--- src/rtl/dpdm_pkg.sv ---
// shared types, codes and helpers for the dual-pass detection merge
package dpdm_pkg;

    localparam int MAX_OBJECTS_DEF = 64;
    localparam int CNT_W           = 7;
    localparam int SCORE_W         = 17;
    localparam int COORD_W         = 16;
    localparam int CLS_W           = 8;
    localparam int DRAIN_CYCLES    = 5;

    localparam logic [SCORE_W-1:0] Q_ONE   = 17'h10000;
    localparam logic [CNT_W-1:0]   CNT_SAT = 7'd127;

    localparam logic [1:0] KIND_FRAME   = 2'd0;
    localparam logic [1:0] KIND_HIGH    = 2'd1;
    localparam logic [1:0] KIND_LOW     = 2'd2;
    localparam logic [1:0] KIND_UNKNOWN = 2'd3;

    localparam logic [1:0] CFG_LOW_THR  = 2'd0;
    localparam logic [1:0] CFG_HIGH_THR = 2'd1;
    localparam logic [1:0] CFG_OVL_THR  = 2'd2;

    localparam logic [2:0] DISP_STARTED   = 3'd0;
    localparam logic [2:0] DISP_HIGH_KEPT = 3'd1;
    localparam logic [2:0] DISP_BELOW_LOW = 3'd2;
    localparam logic [2:0] DISP_DUPLICATE = 3'd3;
    localparam logic [2:0] DISP_REJECTED  = 3'd4;
    localparam logic [2:0] DISP_SUPPRESS  = 3'd5;
    localparam logic [2:0] DISP_CAP_DROP  = 3'd6;
    localparam logic [2:0] DISP_ACCEPTED  = 3'd7;

    // controller to datapath
    typedef struct packed {
        logic capture;
        logic issue;
        logic finish;
    } t_cmd;

    // datapath to controller
    typedef struct packed {
        logic needs_scan;
        logic out_free;
    } t_sts;

    // max(0, hi - lo) on signed coordinates
    function automatic logic [COORD_W-1:0] span(input logic signed [COORD_W-1:0] lo,
                                                input logic signed [COORD_W-1:0] hi);
        logic signed [COORD_W:0] d;
        d = {hi[COORD_W-1], hi} - {lo[COORD_W-1], lo};
        return (d > 0) ? d[COORD_W-1:0] : '0;
    endfunction

    // saturate a count to the 7-bit report width
    function automatic logic [CNT_W-1:0] sat7(input logic [8:0] v);
        return (v > 9'(CNT_SAT)) ? CNT_SAT : v[CNT_W-1:0];
    endfunction

endpackage

--- src/rtl/dpdm_ctrl.sv ---
// controller: item sequencing, table scan and pipeline drain
module dpdm_ctrl #(
    parameter int MAX_OBJECTS = dpdm_pkg::MAX_OBJECTS_DEF,
    localparam int CW = $clog2(MAX_OBJECTS + 1),
    localparam int AW = (MAX_OBJECTS > 1) ? $clog2(MAX_OBJECTS) : 1
) (
    input  logic            i_clk,
    input  logic            i_rst_n,
    input  logic            i_valid,
    output logic            o_stall,
    input  dpdm_pkg::t_sts  i_sts,
    input  logic [CW-1:0]   i_stored_count,
    output dpdm_pkg::t_cmd  o_cmd,
    output logic [AW-1:0]   o_rd_addr
);

    typedef enum logic [4:0] {
        S_IDLE   = 5'b00001,
        S_CHECK  = 5'b00010,
        S_SCAN   = 5'b00100,
        S_DRAIN  = 5'b01000,
        S_FINISH = 5'b10000
    } t_state;

    t_state        r_state, n_state;
    logic [CW-1:0] r_idx, n_idx;
    logic [2:0]    r_drain, n_drain;

    assign o_stall   = (r_state != S_IDLE);
    assign o_rd_addr = r_idx[AW-1:0];

    always_comb begin
        n_state       = r_state;
        n_idx         = r_idx;
        n_drain       = r_drain;
        o_cmd.capture = 1'b0;
        o_cmd.issue   = 1'b0;
        o_cmd.finish  = 1'b0;
        unique case (r_state)
            S_IDLE: begin
                if (i_valid) begin
                    o_cmd.capture = 1'b1;
                    n_state       = S_CHECK;
                end
            end
            S_CHECK: begin
                n_idx   = '0;
                n_state = i_sts.needs_scan ? S_SCAN : S_FINISH;
            end
            S_SCAN: begin
                o_cmd.issue = 1'b1;
                if (r_idx == i_stored_count - CW'(1)) begin
                    n_drain = '0;
                    n_state = S_DRAIN;
                end else begin
                    n_idx = r_idx + CW'(1);
                end
            end
            S_DRAIN: begin
                n_drain = r_drain + 3'd1;
                if (r_drain == 3'(dpdm_pkg::DRAIN_CYCLES - 1)) begin
                    n_state = S_FINISH;
                end
            end
            S_FINISH: begin
                if (i_sts.out_free) begin
                    o_cmd.finish = 1'b1;
                    n_state      = S_IDLE;
                end
            end
            default: n_state = S_IDLE;
        endcase
    end

    always_ff @(posedge i_clk) begin
        if (!i_rst_n) begin
            r_state <= S_IDLE;
            r_idx   <= '0;
            r_drain <= '0;
        end else begin
            r_state <= n_state;
            r_idx   <= n_idx;
            r_drain <= n_drain;
        end
    end

endmodule

--- config.mk ---
export PLATFORM = sky130hd
export DESIGN_NAME = dpdm_ctrl
export DESIGN_NICKNAME = d
export VERILOG_FILES = /design/src/rtl/dpdm_pkg.sv /design/src/rtl/dpdm_ctrl.sv
export SDC_FILE = /design/constraint.sdc
export NUM_CORES = 1
export LEC_CHECK = 0
export ABC_AREA = 1
export BUFFER_PORTS_ARGS = -buffer_cell sky130_fd_sc_hd__buf_2
export CORE_MARGIN = 8
export CORE_UTILIZATION = 35
export CTS_CLUSTER_DIAMETER = 100
export DETAILED_ROUTE_END_ITERATION = 6
export PLACE_DENSITY = 0.64
export SYNTH_ARGS = -nofsm -noshare
export SYNTH_HDL_FRONTEND = slang
export SYNTH_SLANG_ARGS = --single-unit
--- constraint.sdc ---
create_clock -name i_clk -period 2.3 [get_ports i_clk]
set_clock_uncertainty 0.05 [all_clocks]
set_input_delay 0.46 -clock i_clk [delete_from_list [all_inputs] [get_ports i_clk]]
set_output_delay 0.46 -clock i_clk [all_outputs]
set_load 0.02 [all_outputs]
### Yosys cells after proc, flatten, opt, wreduce, memory -nomap -nowiden

Cells that the tools add are included.

* reduce and logical (&&, ||, !) cells: 5
* multiply operators: 0
* $lt $le $gt $ge: 0
* div/mod/pow operators: 0
* equal/unequal tests: 13
* shift operators: 0
* add/sub/neg operators: 3
* muxes and demuxes: 15
* bitwise logic cells: 0

Operator list (count)
* 5-bit two-way mux: 5
* 5-bit one-hot mux with 5 select lines: 1
* 7-bit one-hot mux with 2 select lines: 1
* 2-bit inequality test (second input constant): 5
* 7-bit by 1-bit adder with 7-bit output (second input constant): 1
* 7-bit equality test: 1
* 7-bit two-way mux: 1
* 7-bit by 1-bit subtractor with 7-bit output (second input constant): 1
* 3-bit one-hot mux with 2 select lines: 1
* 5-bit by 1-bit equality test with 1-bit output (second input constant): 1
* 5-bit by 2-bit equality test with 1-bit output (second input constant): 1
* 5-bit by 3-bit equality test with 1-bit output (second input constant): 1
* 5-bit by 4-bit equality test with 1-bit output (second input constant): 1
* 5-bit equality test (second input constant): 1
* 1-bit two-way mux: 5
* 5-bit by 1-bit inequality test with 1-bit output (second input constant): 1
* 2-bit AND reduction: 2
* 4-bit AND reduction: 1
* 2-bit nonzero test: 2
* 3-bit by 1-bit adder with 3-bit output (second input constant): 1
* 3-bit equality test (second input constant): 1
* 3-bit two-way mux: 1

* memory bits (writable): 0
* output and inout bits: 10
* latch bits: 0
* word-level logic and storage cells: 39
* input bits: 12
* memory bits (read-only): 0
* memories kept: 0
* register bits: 15

### Logic depth before layout (Yosys ltp)

Gate-level depths: netlist of the first run.

* depth in word-level cells: 4
* mapped depth: 14

### Least setup slack after synthesis of the first run

Ideal clock, no wire load.

* path type: register -> output
* start point: reg r_state[3]
* end point: out o_cmd[2] (netlist name)
* data arrival time: 1358 ps
* path slack: 432 ps
* path buffers: 0
* stages on the path, launching flop included: 6
* required time: 1790 ps
* cells stage by stage: dfxtp_1 -> nor2_1 -> inv_1 -> nor4_1 -> inv_1 -> nor2_1

RTL lines
* start, declared: line dpdm_ctrl.sv:25 `t_state r_state, n_state;`
* start signal, assigned: line dpdm_ctrl.sv:81 `r_state <= n_state;`
* end, declared: line dpdm_ctrl.sv:13 `output dpdm_pkg::t_cmd o_cmd,`

==> results of run 1 <==
through the flow:
| step | setup slack, ps | utilization [%] | std cells | power (mW) | hold WS (ps) |
|---|---|---|---|---|---|
| floorplan | 432 | - | 189 | 0.371 | 406 |
| global placement | 237 | 40.2 | 246 | 0.416 | 424 |
| detailed placement | 215 | 40.2 | 246 | 0.418 | 436 |
| CTS | 248 | 41.1 | 250 | 0.575 | 362 |
| global route | 150 | 41.1 | 250 | 0.605 | 374 |
| finish | 255 | 41.1 | 250 | 0.568 | 373 |
path summary, 6_finish.rpt:
kind | startpoint | to | slack (ps) | cells after the start
min reg2reg | r_drain[1]$_SDFFE_PN0P_ | r_drain[1]$_SDFFE_PN0P_ | 440 | 2
max | r_state[3]$_SDFFE_PN0P_ | o_cmd[2] | 250 | 6
max reg2reg | r_idx[3]$_SDFFE_PN0P_ | r_idx[0]$_SDFFE_PN0P_ | 690 | 11
min | i_rst_n | r_state[0]$_SDFFE_PN1P_ | 370 | 2
layout by cell type (no fill, tap or decap), drive strengths merged:
cell     n
dfxtp   15
buf     22
nor3     4
xnor2    2
a21oi    9
nand2   52
xor2     3
o21ai    5
ha       4
nor2    21
nand3   20
clkbuf   3
clkinv   3
nor4     1
a31oi    1
nand4    4
inv     37
worst max-delay path, cell delays in order (launching register included):
cell     delay, ps
dfxtp_1        360
nor2_1         170
inv_1           60
nor4_1         280
inv_1          120
nor2_1          90
buf_2          170
report_power, final:
group	switching, mW	internal [mW]	total [mW]	leakage (nW)
Combinational	0.0846	0.0513	0.136	0.531
Clock	0.0914	0.0647	0.156	0.0177
Sequential	0.00686	0.269	0.276	0.121
state kept, by name, indices dropped and copies added, names as in the netlist:
register	count
r_idx	7
r_drain	3
r_state	5
cell families (layout without fill, tap and decap cells):
family / count (synthesis) / after routing / share of synthesized area, %
adder cells (fa/ha/maj): 4 / 4 / 4.37
AO/OA/AOI/OAI: 15 / 15 / 6.66
AND/OR/NAND/NOR: 102 / 102 / 39.6
buffers and inverters: 48 / 65 / 19.3
flip-flops: 15 / 15 / 26.2
XOR/XNOR: 5 / 5 / 3.82
metal layers:
| metal | routed length [µm] | vias to the layer above | global-route usage [%] |
|---|---|---|---|
| met2 | 1060 | 23 | 15.4 |
| li1 | - | 614 | - |
| met4 | 33 | 0 | 3.33 |
| met1 | 1160 | 478 | 11.4 |
| met3 | 161 | 5 | 2.75 |
| met5 | 0 | - | 0 |
final cells by class:
class	count	share of cell area (%)
clock buffers	3	1.78
well taps	44	4.35
inverters	39	11.6
clock inverters	1	0.395
flip-flops and latches	15	23.7
repair buffers	22	8.89
multi-input cells	126	49.3
==> metrics.cfg, run 1 <==
[timing]
drv_slew = 0
setup-tns-final_ps = 0
min_period_ps = 2050
worst_slew_pin_slew_ps = 368
fmax_mhz = 489
setup_viol = 0
hold_viol_final = 0
finalCritPeriodShare_pct = 88.9
slew_headroom_pct = 75.3
grt_setup_unrepaired = no

[cts]
clockBufferDepth = 2
cts_buffers = 3
cts_hold_buf = 0
cts_root_buf = clkbuf_4
tritoncts = yes
cts_resized = 0
numClockSinks = 15
cts-htree-levels = 1
cts_setup_buffers = 0
clkTransAtPathRegs_ps = 100
clk_latency_ps = 290

[power_and_ir_drop]
irDropWorstVdd_v = 0.000359
leakage_nw = 0.670
powerDensity_mw_per_mm2 = 448

[floorplanning]
coreArea_mm2 = 0.00308
row_count = 20
start_util_pct = 37.2
die_area_mm2 = 0.00536
die_h_um = 73.2
fp.dieW_um = 73.2
ios = 22

[outcome]
status = completed

[finish]
final_area_mm2 = 0.00127
layout-drive-gt1-share_pct = 16.0
nFillCells = 349
regArea_um2 = 300
nets = 223
syn_to_final_growth_pct = 10.5
diodes = 0
multi_input_area_um2 = 624

[synth]
synth_nets = 205
synth-edff-count = 0
synthTopCellsByCount = nand2_1 (49), inv_1 (36), nand3_1 (20)
synth.most_common_cell = nand2_1
synthTopCellsByArea = dfxtp_1 (26%), nand2_1 (16%), inv_1 (12%), nand3_1 (8.7%), nor2_1 (6.2%)
syn-cell-area_mm2 = 0.00115
synth_area_leader_cell = dfxtp_1
postSynth.asyncResetShare_pct = 0
netlist-cell-type-count = 22
avgSynthCellArea_um2 = 6.06
synth_warnings = 0
netlist_instances = 189
seq_area_frac_synth_pct = 26.2
yosys_register_bits = 15
netlist.area_leader.share_pct = 26.2
ys.flop_type = dfxtp_1

[drt]
wire_per_inst_um = 9.66
drt_iter0_markers = 58
wl_mm = 2.42
vias = 1120
dr.pass1.iters = 4
drtAntennaViolNets = 0
viasPerCell = 4.48
drc_errors = 0

[worst_setup_path]
cp-end-kind = primary output
critPathRequiredTime_ps = 1790
cp_max_fo = 3
startpoint_type = flip-flop
critPathKind = reg -> out
arrival_ps = 1540

[grt]
grt_max_degree = 14
antenna_found_initial = 0
grt_pass1_vias = 1017
grt_usage_pct = 9.43
grt_pass1_wl_mm = 4.15
overflow = 0

[placed_design]
routabilityCongestion = 0.857
dpl.hpwl_mm = 1.99
placement.io_buffers = 21
postPlaceCellArea_mm2 = 0.00124

[hold_path]
min_path_type = in -> reg

[run]
maxCapViolCount = 0

No activity file was read; power rests on OpenSTA's default activity.
==> inputs of run 2 (changes only) <==
- CORE_UTILIZATION: 35 -> 50
- PLACE_DENSITY: 0.64 -> 0.82
- REMOVE_ABC_BUFFERS: not set -> 1
==> metrics.cfg, run 2 (same netlist as run 1, synthesis figures left out) <==
[finish]
final_common_cell = nand2_1
top_regs = r_idx x7, r_state x5, r_drain x3
syn_to_final_growth_pct = 8.62
nets = 223
finalNonFillerCells = 234
diodes = 0
layout-drive-gt1-share_pct = 15.5
final_cell_mix = nand2_1 (49), inv_1 (36), buf_2 (21)
final_area_mm2 = 0.00124
regMostFlops = r_idx
utilization_pct = 56.8
largest_register_ffs = 7

[grt]
overflow = 0
grt_pass1_wl_mm = 4.00
grt_usage_pct = 11.7
grt_pass1_vias = 1023
grt_max_degree = 14
antenna_found_initial = 0

[drt]
dr_wl_met2_mm = 1.01
dr.pass1.iters = 4
drt_iter0_markers = 44
met1_length_mm = 1.11
viasPerCell = 4.89
drtAntennaViolNets = 0
wl_met3_um = 137
wl_mm = 2.31
wire_per_inst_um = 9.86
routed.top_layer = met4
drc_errors = 0
vias = 1145

[worst_setup_path]
critPathKind = reg -> out
critPathRequiredTime_ps = 1790
cp-startpoint = r_state[3]$_SDFFE_PN0P_
reg2reg_slack_ps = 630
r2r-end = r_idx[0]$_SDFFE_PN0P_
startpoint_type = flip-flop
rr_startpoint = r_idx[0]$_SDFFE_PN0P_
arrival_ps = 1520
rr_worst_depth = 11
cp_max_fo = 3
cp-end-kind = primary output

[floorplanning]
ios = 22
die_h_um = 63.9
row_count = 17
coreArea_mm2 = 0.00219
fp.dieW_um = 63.9
start_util_pct = 52.3
die_area_mm2 = 0.00408

[hold_path]
min_path_type = in -> reg
min_to = r_state[0]$_SDFFE_PN1P_
hold_start = i_rst_n
whs_path_depth = 2

[placed_design]
dpl.hpwl_mm = 1.89
placement.io_buffers = 21
dp_cells = 230
routabilityCongestion = 0.776
postPlaceCellArea_mm2 = 0.00122

[timing]
worst_slew_pin_slew_ps = 311
grt_setup_unrepaired = no
setup-tns-final_ps = 0
slew_headroom_pct = 79.2
finalCritPeriodShare_pct = 88.4
fmax_mhz = 492
min_period_ps = 2030
setup_viol = 0
hold_viol_final = 0
drv_slew = 0

[cts]
clkTransAtPathRegs_ps = 80
cts_hold_buf = 0
cts-htree-levels = 1
numClockSinks = 15
cts_buffers = 3
clk_latency_ps = 290
cts_resized = 0
cts_setup_buffers = 0
tritoncts = yes
cts_root_buf = clkbuf_4
clockBufferDepth = 2

[power_and_ir_drop]
power_uw = 561
leakage_nw = 0.668
powerDensity_mw_per_mm2 = 450
irDropWorstVdd_v = 0.000378

[run]
maxCapViolCount = 0

[outcome]
status = completed

## run 2: changes by cell type in the layout (fill, tap and decap cells not counted)
cell,delta
clkinv_2,-1
clkbuf_1,+1
## run 2: final cells by class
cell class | count | area [µm²]
multi-input cells | 126 | 624
clock buffers | 4 | 26.3
fillers | 230 | 946
well taps | 28 | 35.0
inverters | 39 | 146
flip-flops and latches | 15 | 300
repair buffers | 22 | 113
## run 2: critical path: stages (launching register included)
cell     delay (ps)
dfxtp_1         350
nor2_1          180
inv_1            60
nor4_1          180
buf_4           170
inv_1            50
nor2_1           70
buf_2           170
## run 2: stage by stage
step	hold WS, ps	setup slack [ps]
floorplan	406	432
global placement	422	230
detailed placement	424	193
CTS	375	241
global route	370	156
finish	378	266
## run 2: routing by layer
metal	track usage [%]	vias up
met4	6.69	0
met3	3.31	5
li1	-	612
met1	13.0	501
met5	0	-
met2	19.7	27
## run 2: power breakdown
part	internal (mW)	total [mW]	switching (mW)
clock network	0.0675	0.151	0.0837
registers	0.269	0.275	0.00656
logic	0.0513	0.134	0.0831
## run 2: worst max path at each step
stage | to | slack (ps)
global placement | r_idx[0]$_SDFFE_PN0P_ | 230
CTS | o_cmd[2] | 240
detailed placement | r_idx[0]$_SDFFE_PN0P_ | 190
global route | o_cmd[2] | 160
finish | o_cmd[2] | 270
floorplan | o_cmd[2] | 430
